--- src/hw/rtl/kpp_pkg.sv ---
package kpp_pkg;

  localparam int EnergyW   = 38;
  localparam int TotalW    = 48;
  localparam int FracW     = 16;
  localparam int ProdW     = TotalW + FracW;
  localparam int OutCoordW = 16;
  localparam int IdxW      = 10;
  localparam int DimW      = 4;
  localparam int DoneW     = 11;
  localparam int CfgW      = 11;
  localparam int DataW     = 48;

  typedef enum logic [1:0] {
    FN_LOAD  = 2'd0,
    FN_FIRST = 2'd1,
    FN_DRAW  = 2'd2
  } func_e;

  typedef enum logic [1:0] {
    RS_LOADED   = 2'd0,
    RS_CENTER   = 2'd1,
    RS_REJECTED = 2'd2,
    RS_IGNORED  = 2'd3
  } status_e;

  typedef enum logic [1:0] {
    CFG_NUM_POINTS  = 2'd0,
    CFG_NUM_DIMS    = 2'd1,
    CFG_NUM_CENTERS = 2'd2
  } cfg_e;

  // tag that travels with one coordinate through the distance pipeline
  typedef struct packed {
    logic vld;
    logic lst;
  } kpp_ctl_t;

endpackage

--- src/hw/rtl/kpp_dist.sv ---
module kpp_dist import kpp_pkg::*; #(
  parameter int COORD_BITS = 16,
  parameter int PW         = 10
) (
  input  logic                  clk_i,
  input  logic                  rst_ni,
  input  kpp_ctl_t              ctl_i,
  input  logic [PW-1:0]         j_i,
  input  logic [COORD_BITS-1:0] coord_i,
  input  logic [COORD_BITS-1:0] ctr_i,
  output kpp_ctl_t              pre_ctl_o,
  output logic [PW-1:0]         pre_j_o,
  output kpp_ctl_t              res_ctl_o,
  output logic [PW-1:0]         res_j_o,
  output logic [EnergyW-1:0]    dist_o
);

  localparam int SqW = 2 * COORD_BITS + 2;

  kpp_ctl_t                   b_ctl_q, c_ctl_q;
  logic [PW-1:0]              b_j_q, c_j_q;
  logic signed [COORD_BITS:0] diff_q;
  logic [SqW-1:0]             sq_q;
  logic [EnergyW-1:0]         acc_q;

  always_ff @(posedge clk_i or negedge rst_ni) begin
    if (!rst_ni) begin
      b_ctl_q <= '0;
      c_ctl_q <= '0;
      acc_q   <= '0;
    end else begin
      b_ctl_q <= ctl_i;
      c_ctl_q <= b_ctl_q;
      if (c_ctl_q.vld) begin
        acc_q <= c_ctl_q.lst ? '0 : dist_o;
      end
    end
  end

  always_ff @(posedge clk_i) begin
    b_j_q  <= j_i;
    c_j_q  <= b_j_q;
    diff_q <= $signed({coord_i[COORD_BITS-1], coord_i}) - $signed({ctr_i[COORD_BITS-1], ctr_i});
    sq_q   <= SqW'(diff_q * diff_q);
  end

  assign dist_o    = acc_q + EnergyW'(sq_q);
  assign pre_ctl_o = b_ctl_q;
  assign pre_j_o   = b_j_q;
  assign res_ctl_o = c_ctl_q;
  assign res_j_o   = c_j_q;

endmodule

--- config.mk ---
export PLATFORM = sky130hd
export DESIGN_NAME = kpp_dist
export DESIGN_NICKNAME = d
export VERILOG_FILES = /design/src/hw/rtl/kpp_pkg.sv /design/src/hw/rtl/kpp_dist.sv
export SDC_FILE = /design/constraint.sdc
export NUM_CORES = 1
export LEC_CHECK = 0
export ABC_AREA = 1
export BUFFER_PORTS_ARGS = -buffer_cell sky130_fd_sc_hd__buf_2
export CAP_MARGIN = 20
export CORE_MARGIN = 3
export CORE_UTILIZATION = 35
export DETAILED_ROUTE_END_ITERATION = 10
export PLACE_DENSITY_LB_ADDON = 0.3
export SETUP_SLACK_MARGIN = 0.2
export SYNTH_ARGS = -nofsm -noshare
export SYNTH_HDL_FRONTEND = slang
export SYNTH_SLANG_ARGS = --single-unit
--- constraint.sdc ---
create_clock -name clk_i -period 9.2 [get_ports clk_i]
set_input_delay 0.46 -clock clk_i [delete_from_list [all_inputs] [get_ports clk_i]]
set_output_delay 0.46 -clock clk_i [all_outputs]
set_load 0.05 [all_outputs]
## Word level (Yosys, flattened, before mapping)

Cells that the tools add are included.
Widths: inputs -> output; s select.

- Flip-flop bits (word level): 113
- Logic and storage cells: 13

- $add $sub $neg: 2
- Multiply operators: 1
- Muxes and demuxes: 1

Operator list:

| operator | number |
|---|---|
| $add 38x34->38 | 1 |
| $mux 38 | 1 |
| $mul 17x17->34 | 1 |
| $sub 16x16->17 | 1 |

## Longest topological paths before layout

Gate-level depths: netlist (run 1).

- Depth after elaboration: 2
- Mapped depth: 26
- Depth with buffers taken out: 24

## Worst setup path after synthesis (run 1)

OpenSTA, ideal clock, no wires.

- Path kind: register -> register
- Start: register diff_q[16]
- End: register sq_q[28]
- Library setup time: 120 ps
- Arrival: 5584 ps
- Data required time: 9080 ps
- Setup slack: 3497 ps
- Stages on the path, launching flop included: 19
- Clock period less this slack: 5703 ps
- Path through: dfxtp_1 -> clkbuf_1 -> buf_1 -> nand2_1 -> inv_1 -> fa_1 -> fa_1 -> fa_1 -> fa_1 -> fa_1 -> inv_1 -> fa_1 -> inv_1 -> ha_1 -> a21o_1 -> a21boi_0 -> a21boi_0 -> nand3_1 -> xor2_1

- Word-level cells in the longest chain between the ends: 1

RTL lines:

| item | line | RTL |
|---|---|---|
| start, declared | kpp_dist.sv:22 | `logic signed [COORD_BITS:0] diff_q;` |
| start signal, assigned | kpp_dist.sv:43 | `diff_q <= $signed({coord_i[COORD_BITS-1], coord_i}) - $signed({ctr_i[COORD_BITS-1], ctr_i});` |
| $mul 17x17->34 | kpp_dist.sv:44 | `sq_q <= SqW'(diff_q * diff_q);` |
| end signal, assigned | kpp_dist.sv:44 |  |
| end, declared | kpp_dist.sv:23 | `logic [SqW-1:0] sq_q;` |

No other way between the ends.
A chain may end at the register's enable or synchronous reset.

## Worst setup path in the final report (run 1)

- Start: register diff_q[2]
- End: register sq_q[26]

Same word-level chain as after synthesis.

==> impl_metrics.ini, run 1 <==
[die]
die_h_microns = 227
start_util_pct = 35.6
core_sq_um = 47900
io_pins = 108
die-area_sq_um = 51500
die_x_microns = 227
rows = 80

[route]
drc = 0
ant_nets = 0
wirelength_microns = 42600
via_per_inst = 4.62
vias = 13500
avgRoutedWirePerCell_microns = 14.6
dr.first_iter.drc_count = 650
dr.pass1.iters = 5

[setup_path]
cp_max_fo = 19
cp-end-kind = flip-flop
cp-startpoint = diff_q[2]
r2r.worst_path.cells = 16
cp.depth = 16
endpoint = sq_q[26]
worst-setup-path-type = flip-flop to flip-flop
cp.required_ns = 9.51
cp_common_cell = fa_1
crit_chain = nand2_1 -> inv_1 -> fa_1 -> fa_1 -> fa_1 -> fa_1 -> fa_1 -> inv_1 -> fa_1 -> inv_1 -> ha_1 -> nand2_1 -> nor3_1 -> nand4_1 -> nand3_1 -> xor2_1
r2r_start = diff_q[2]
slowest_stage = dfxtp_1
arrival_ns = 6.70
critical-path-max-stage-delay_ns = 0.91
critPathLaunchType = flip-flop
rrSetupSlack_ns = 2.81
critical_path_buf_inv_count = 3
rr_endpoint = sq_q[26]
crit_family = adder cells

[place]
hpwl_microns = 36800
place_inst = 2909
routabilityCongestion = 0.901
port_buffers = 107
placed_cell_area_sq_um = 18300

[clock_network]
cts_inserted_buffers = 9
clkTransAtPathRegs_ns = 0.09
root_buffer = clkbuf_16
cts_hold_buf = 0
clock_sinks = 112
clk_latency_ns = 0.41
cts_max_path_buffers = 2
cts_tree = done
ctsResizeCount = 0
htreeDepth = 3
postCtsSetupBuffers = 0

[synthesis]
yosys_register_bits = 112
avgSynthCellArea_sq_um = 7.68
synth_compound_area_share_pct = 5.27
syn_nets = 2682
synth_mux_area_share_pct = 0
yosysSeqAreaShare_pct = 14.3
yosys.area.top_type = fa_1
synth_xor_area_share_pct = 3.84
syn_area_sq_um = 17100
yosysTopAreaCellShare_pct = 31.2
synth_top_family_by_area = adder cells
synth_area_leaders = fa_1, inv_1, nand2_1
syn-instance-count = 2225
ys_types = 44
yosys_warnings = 0
synthAdderAreaFrac_pct = 41.8
synth-simple-area-share_pct = 21.0

[sta]
setup_viol = 0
skew_ns = 0.0146
fin_crit_sh_pct = 69.5
whs_ns = -0.0111
final.min_clock_period_ns = 6.39
final_hold_viol_count = 14
fmax_ghz = 0.156
tns_ns = 0
maxSlewViolCount = 0
worst_pin_slew_ns = 0.902
relSlewSlack_pct = 39.8
rsz0062_at_grt = no

[outcome]
outcome = finished with violations
violations = hold timing

[grt]
grt_max_degree = 43
grt_pass1_vias = 14600
grtUsageTotal_pct = 17.5
antenna_found_initial = 0
grt_pass1_wl_microns = 71900
grt.overflow.total = 0

[final_layout]
syn2layout_area_growth_pct = 8.81
layout.cells.non_filler = 2926
regArea_sq_um = 2450
stdcell_area_sq_um = 18600
multi_input_area_sq_um = 12300
diodes = 0
nets = 2763
fillers = 5006
final_common_cell = inv_1
drive_above_1_share_pct = 7.23
most-common-layout-cells = inv_1, nand2_1, fa_1, ha_1, nor2_1

[run]
cap_violations = 0

[hold_path]
hold_path.class = primary input to asynchronous set/reset pin
==> sequential cells by signal (all words and copies together) (netlist names) <==
register / count
pre_ctl_o: 2
pre_j_o: 10
sq_q: 33
res_ctl_o: 2
acc_q: 38
diff_q: 17
res_j_o: 10
==> worst min-delay path by stage <==
stage | from | endpoint | slack, ns | cells past startpoint
finish | rst_ni | acc_q[2] | -0.01 | 1
global route | rst_ni | acc_q[1] | 0.009 | 1
CTS | j_i[5] | pre_j_o[5] | 0.12 | 1
detailed placement | pre_j_o[7] | res_j_o[7] | 0.33 | 0
global placement | pre_j_o[3] | res_j_o[3] | 0.33 | 0
floorplan | rst_ni | acc_q[0] | 0.16 | 0
==> final cells by class <==
| type | instances | area share, % |
|---|---|---|
| Multi-Input combinational cell | 1488 | 66.0 |
| Clock buffer | 9 | 1.21 |
| Tap cell | 615 | 4.14 |
| Clock inverter | 7 | 0.491 |
| Timing Repair Buffer | 113 | 3.19 |
| Sequential cell | 112 | 13.2 |
| Inverter | 582 | 11.7 |
==> cells by family after synthesis <==
logic type,Yosys count
compound gates,152
xor+xnor,74
fa+ha+maj,411
buf+inv,625
flops,112
simple gates,851
==> routing by layer <==
| layer | track usage, % | part of all wire, % |
|---|---|---|
| met5 | 0 | 0 |
| met1 | 23.1 | 46 |
| met4 | 5.28 | 2.5 |
| met2 | 30.1 | 47 |
| met3 | 2.32 | 3.8 |
==> stage by stage <==
| step | hold slack (ns) | setup slack, ns | util (%) |
|---|---|---|---|
| finish | -0.0111 | 2.81 | 38.8 |
| global route | 0.00949 | 2.34 | 38.8 |
| CTS | 0.124 | 2.77 | 38.8 |
| detailed placement | 0.335 | 2.81 | 38.1 |
| global placement | 0.330 | 2.82 | 38.1 |
| floorplan | 0.164 | 3.50 | - |
==> Yosys cell counts, drive strengths merged <==
library cell / number
a21boi: 8
a21o: 10
a21oi: 69
a22o: 9
a31o: 2
a31oi: 4
and2: 21
and3: 4
buf: 4
clkbuf: 38
dfrtp: 42
dfxtp: 70
dlygate4sd1: 1
fa: 266
ha: 145
inv: 582
nand2: 572
nand3: 80
nand3b: 11
nand4: 18
nor2: 121
nor3: 14
nor3b: 1
nor4: 1
o211ai: 1
o21ai: 32
o21bai: 16
o31ai: 1
or2: 8
xnor2: 18
xor2: 56
Power of run 1 is left out: the tool's default activity adds up to more than one toggle a clock period on the data nets, which glitch-free logic cannot reach.
==> run 2: changes to the inputs <==
--- a/config.mk
+++ b/config.mk
@@ -5,7 +5,7 @@
 export SDC_FILE = /design/constraint.sdc
 export NUM_CORES = 1
 export LEC_CHECK = 0
-export ABC_AREA = 1
+export ABC_AREA = 0
 export BUFFER_PORTS_ARGS = -buffer_cell sky130_fd_sc_hd__buf_2
 export CAP_MARGIN = 20
 export CORE_MARGIN = 3
==> constraint.sdc (replaced) <==
create_clock -name clk_i -period 5.83 [get_ports clk_i]
set_input_delay 0.2915 -clock clk_i [delete_from_list [all_inputs] [get_ports clk_i]]
set_output_delay 0.2915 -clock clk_i [all_outputs]
set_load 0.05 [all_outputs]
==> run 2 against run 1 <==
Net effect: the run now ends clean; utilization up 5.8 points; worst hold slack better by 0.17 ns; non-clock buffer count up 179; sequential share of layout area down 0.23 points.
==> impl_metrics.ini, run 2 <==
[outcome]
outcome = finished clean

[grt]
grt_pass1_vias = 12600
antenna_found_initial = 0
grt_pass1_wl_microns = 62900
grt.overflow.total = 0
grtUsageTotal_pct = 16.6
grt_max_degree = 43

[place]
hpwl_microns = 30700
routabilityCongestion = 0.874
port_buffers = 107
placed_cell_area_sq_um = 17500
place_inst = 2399

[synthesis]
syn-instance-count = 1638
syn_nets = 2095
ys_types = 59
synth_area_leaders = fa_1, ha_1, dfxtp_1
yosys_warnings = 0
yosysSeqAreaShare_pct = 15.8
synth_ff_type = dfxtp_1
synth.most_common_cell = inv_1
yosys.area.top_type = fa_1
synth_edf_count = 0
synth_commonest_cells = inv_1, fa_1, ha_1
yosys_register_bits = 112
yosysTopAreaCellShare_pct = 34.3
synth_async_sr_flop_share_pct = 37.5
syn_area_sq_um = 15500
avgSynthCellArea_sq_um = 9.48

[route]
vias = 11800
dr.first_iter.drc_count = 606
drc = 0
ant_nets = 0
via_per_inst = 4.72
dr.pass1.iters = 5
wirelength_microns = 37700
avgRoutedWirePerCell_microns = 15.2

[setup_path]
cp_common_cell = fa_1
crit_chain = inv_2 -> nor2_4 -> buf_4 -> fa_1 -> inv_1 -> fa_2 -> fa_1 -> inv_1 -> fa_2 -> fa_1 -> inv_1 -> fa_1 -> inv_2 -> ha_4 -> and3_4 -> and4_1 -> and3_1 -> o211ai_1 -> a31oi_4 -> buf_4 -> buf_6 -> buf_6 -> a21oi_2 -> xnor2_1
arrival_ns = 5.98
cp.required_ns = 6.13
cp_max_fo = 4
slowest_stage = fa_2
critical-path-max-stage-delay_ns = 0.57
worst-setup-path-type = flip-flop to flip-flop
cp-end-kind = flip-flop
critPathLaunchType = flip-flop

[clock_network]
clkTransAtPathRegs_ns = 0.09
clk_latency_ns = 0.40
cts_tree = done
cts_inserted_buffers = 9
cts_max_path_buffers = 2
clock_sinks = 112
root_buffer = clkbuf_16
htreeDepth = 3

[final_layout]
nets = 2356
diodes = 0
stdcell_area_sq_um = 19400
largest_register = acc_q
layout.cells.non_filler = 2489
drive_above_1_share_pct = 25.2
final_common_cell = inv_1
largest_reg_flops = 38
most-common-layout-cells = inv_1, fa_1, buf_4, ha_1, buf_2
reg.largest.list = acc_q x38, sq_q x33, diff_q x17
syn2layout_area_growth_pct = 24.7

[sta]
worst_pin_slew_ns = 0.778
final.min_clock_period_ns = 5.68
relSlewSlack_pct = 48.1
rsz0062_at_grt = yes
fin_crit_sh_pct = 97.5
maxSlewViolCount = 0
final_hold_viol_count = 0
skew_ns = 0.0114
setup_viol = 0
fmax_ghz = 0.176

[die]
start_util_pct = 35.7
die-area_sq_um = 46900
die_h_microns = 217
rows = 76
die_x_microns = 217
io_pins = 108
core_sq_um = 43500

[hold_path]
hold_path.class = primary input to flip-flop

[run]
cap_violations = 0
==> run 2: cell types whose count changed in the layout (fill, tap and decap cells not counted), sizes merged, moves of 16 or more <==
cell   previous run  this run
a21o             10        30
a22o              9        28
a31o              2        18
and2             21        56
buf             113       279
inv             585       361
nand2           572       121
nand3            80        21
nor2            121        61
nor2b             0        31
xnor2            18        65
xor2             56        26
==> run 2: logic make-up (layout without fill, tap and decap cells) <==
family / Yosys count / after routing / synth area share, %
adders and majority gates: 411 / 411 / 46.0
buffers and inverters: 399 / 665 / 9.70
and+or+nand+nor: 366 / 366 / 11.6
AOI/OAI and AO/OA: 255 / 255 / 11.5
DFF: 112 / 112 / 15.8
xor gates and xnor gates: 91 / 91 / 5.13
muxes: 4 / 4 / 0.258
==> run 2: worst paths after layout <==
path                       slack (ns)  depth (start not counted)       start         end
setup reg to reg                 0.15                         24   diff_q[3]    sq_q[26]
hold / removal                   0.16                          3    ctr_i[0]   diff_q[0]
min in group asynchronous        0.24                          2      rst_ni    acc_q[6]
setup / recovery                 0.15                         24   diff_q[3]    sq_q[26]
hold reg to reg                  0.35                          0  pre_j_o[8]  res_j_o[8]
max in group asynchronous        5.13                          3      rst_ni   acc_q[16]
==> run 2: area by class of cell <==
| cell class | instances | area (sq um) |
|---|---|---|
| Sequential cell | 112 | 2510 |
| Multi-Input combinational cell | 1127 | 12300 |
| Clock buffer | 9 | 225 |
| Fill cell | 4160 | 24100 |
| Tap cell | 585 | 732 |
| Inverter | 357 | 1340 |
| Clock inverter | 7 | 96.3 |
| Timing Repair Buffer | 292 | 2140 |
==> run 2: critical path, delay by kind of cell (launching register included) <==
family | cells | cell delay (ns)
DFF | 1 | 0.36
buffers and inverters | 9 | 0.86
xor gates and xnor gates | 1 | 0.12
and+or+nand+nor | 4 | 0.59
AOI/OAI and AO/OA | 3 | 0.49
adders and majority gates | 7 | 3.16
==> run 2: what timing repair did <==
item,in CTS,in global routing
endpoints found under the setup margin,12,13
hold buffers,12,1
pin swaps,65,99
setup buffers,28,31
resized for setup,122,100
hold endpoints to repair,12,42
==> run 2: metal layers <==
metal  global-route usage [%]  routed length [microns]
met1                     22.0                    17600
met2                     28.0                    17900
met3                     2.83                     1440
met4                     4.66                      770
met5                        0                        0
==> run 2: stage by stage <==
| stage | worst slack [ns] | hold slack, ns | utilization [%] | setup TNS, ns |
|---|---|---|---|---|
| 3_3_place_gp | -0.00600 | 0.333 | 40.4 | -0.00600 |
| 5_1_grt | -0.0387 | 0.158 | 44.5 | -0.0802 |
| 4_1_cts | 0.139 | 0.0668 | 43.0 | 0 |
| 6_report | 0.146 | 0.162 | 44.5 | 0 |
| 3_5_place_dp | -0.101 | 0.337 | 40.4 | -0.392 |
| 2_1_floorplan | 0.173 | -0.00409 | - | 0 |
Power of run 2 is left out for the same reason.
==> run 3: changes to the inputs <==
--- a/config.mk
+++ b/config.mk
@@ -12,7 +12,7 @@
 export CORE_UTILIZATION = 35
 export DETAILED_ROUTE_END_ITERATION = 10
 export PLACE_DENSITY_LB_ADDON = 0.3
-export SETUP_SLACK_MARGIN = 0.2
+export SETUP_SLACK_MARGIN = 0.3
 export SYNTH_ARGS = -nofsm -noshare
 export SYNTH_HDL_FRONTEND = slang
 export SYNTH_SLANG_ARGS = --single-unit
==> run 3 against run 2 <==
Net effect: sequential share of layout area rose by 0.25 points; clock skew rose by 0.0049 ns; non-clock buffer count fell by 40; worst setup slack improved by 0.0092 ns; critical path type unchanged; maximum frequency rose by 0.16%.
==> impl_metrics.ini, run 3 (synthesized netlist as in run 2, its figures left out) <==
[final_layout]
largest_reg_flops = 38
largest_register = acc_q
reg.largest.list = acc_q x38, sq_q x33, diff_q x17
regArea_sq_um = 2500
final_common_cell = inv_1
drive_above_1_share_pct = 22.9
most-common-layout-cells = inv_1, fa_1, ha_1, buf_4, buf_2
fillers = 4158
multi_input_area_sq_um = 12200
nets = 2316
syn2layout_area_growth_pct = 22.1
diodes = 0

[clock_network]
clock_sinks = 112
clk_latency_ns = 0.41
htreeDepth = 3
cts_inserted_buffers = 9
cts_tree = done
clkTransAtPathRegs_ns = 0.08
cts_max_path_buffers = 2
root_buffer = clkbuf_16

[hold_path]
hold_path_depth = 3
hold_path.class = primary input to flip-flop

[setup_path]
r2r.worst_path.cells = 20
crit_family = adder cells
cp_common_cell = fa_1
critPathLaunchType = flip-flop
crit_chain = buf_8 -> and2_4 -> fa_1 -> inv_1 -> fa_2 -> fa_1 -> inv_1 -> fa_2 -> fa_1 -> fa_1 -> ha_4 -> a21oi_4 -> o21ai_4 -> a2111oi_4 -> a211oi_2 -> a31oi_1 -> buf_4 -> o211a_4 -> mux2i_1 -> nand4_1
cp-end-kind = flip-flop
critical-path-max-stage-delay_ns = 0.56
slowest_stage = fa_2
rrSetupSlack_ns = 0.16
arrival_ns = 5.95
cp.required_ns = 6.11
cp_max_fo = 6
critical_path_buf_inv_count = 4
cp.depth = 20
worst-setup-path-type = flip-flop to flip-flop

[die]
die_h_microns = 217
die_x_microns = 217
start_util_pct = 35.7
die-area_sq_um = 46900
rows = 76
core_sq_um = 43500
io_pins = 108

[sta]
final.min_clock_period_ns = 5.67
fin_crit_sh_pct = 97.3
fmax_ghz = 0.176
whs_ns = 0.171
skew_ns = 0.0163
setup_viol = 0
relSlewSlack_pct = 47.7
worst_pin_slew_ns = 0.784
fin_ws_ns = 0.155
final_hold_viol_count = 0
rsz0062_at_grt = yes
tns_ns = 0
maxSlewViolCount = 0

[route]
dr.first_iter.drc_count = 557
wirelength_microns = 37500
via_per_inst = 4.73
ant_nets = 0
drc = 0
avgRoutedWirePerCell_microns = 15.3
vias = 11600
dr.pass1.iters = 4

[outcome]
outcome = finished clean

[place]
hpwl_microns = 30500
port_buffers = 107
routabilityCongestion = 0.882
place_ws_ns = -0.127

[grt]
grtUsageTotal_pct = 16.5
antenna_found_initial = 0
grt_pass1_wl_microns = 62600
grt.overflow.total = 0
grt_pass1_vias = 12600
grt_max_degree = 43

[run]
cap_violations = 0
## run 3: cell types whose count changed in the layout (fill, tap and decap cells not counted), moves of 4 or more
cell,change
inv_2,-7
buf_6,-11
inv_1,+5
and2_4,+6
fa_2,-4
and2_1,-6
nand2_2,+4
ha_4,-5
buf_4,-29
fa_1,+4
## run 3: path summary, 6_finish.rpt
path | start | endpoint
min reg2reg | pre_j_o[9] | res_j_o[9]
min | ctr_i[0] | diff_q[0]
max | diff_q[4] | sq_q[33]
max reg2reg | diff_q[4] | sq_q[33]
min in group asynchronous | rst_ni | acc_q[4]
max in group asynchronous | rst_ni | acc_q[31]
## run 3: metal layers
metal | wire length [microns] | GRT usage (%) | part of all wire, % | vias up
li1 | - | - | - | 5628
met1 | 17500 | 21.7 | 47 | 5736
met3 | 1540 | 2.96 | 4.1 | 39
met5 | 0 | 0 | 0 | -
met2 | 17900 | 28.4 | 48 | 193
met4 | 609 | 3.85 | 1.6 | 0
## run 3: tightest hold or removal path, cell delays in order
cell and delay (ns):
buf_2 0.08, ha_1 0.12, inv_1 0.04
## run 3: per-stage QoR
stage	instance area [sq um]	cells	util (%)
3_5_place_dp	17400	2373	40.1
2_1_floorplan	15800	1638	-
4_1_cts	18500	2434	42.6
3_3_place_gp	17400	2373	40.1
6_report	18900	2449	43.6
5_1_grt	18900	2449	43.6
## run 3: final cells by class
class                      instances  area share (%)
multi-input combinational       1127            64.5
clock inverter                     7           0.462
sequential                       112            13.2
timing repair buffer             252            9.65
tap                              585            3.86
inverter                         357            7.12
clock buffer                       9            1.19
## run 3: repair_timing
action,4_1_cts,5_1_grt
endpoints found under the hold margin,54,0
setup endpoints to repair,12,15
hold buffers,13,0
setup buffers,31,14
resized for setup,98,74
cloned,1,0
pin swaps,40,52
Power of run 3 is left out for the same reason.
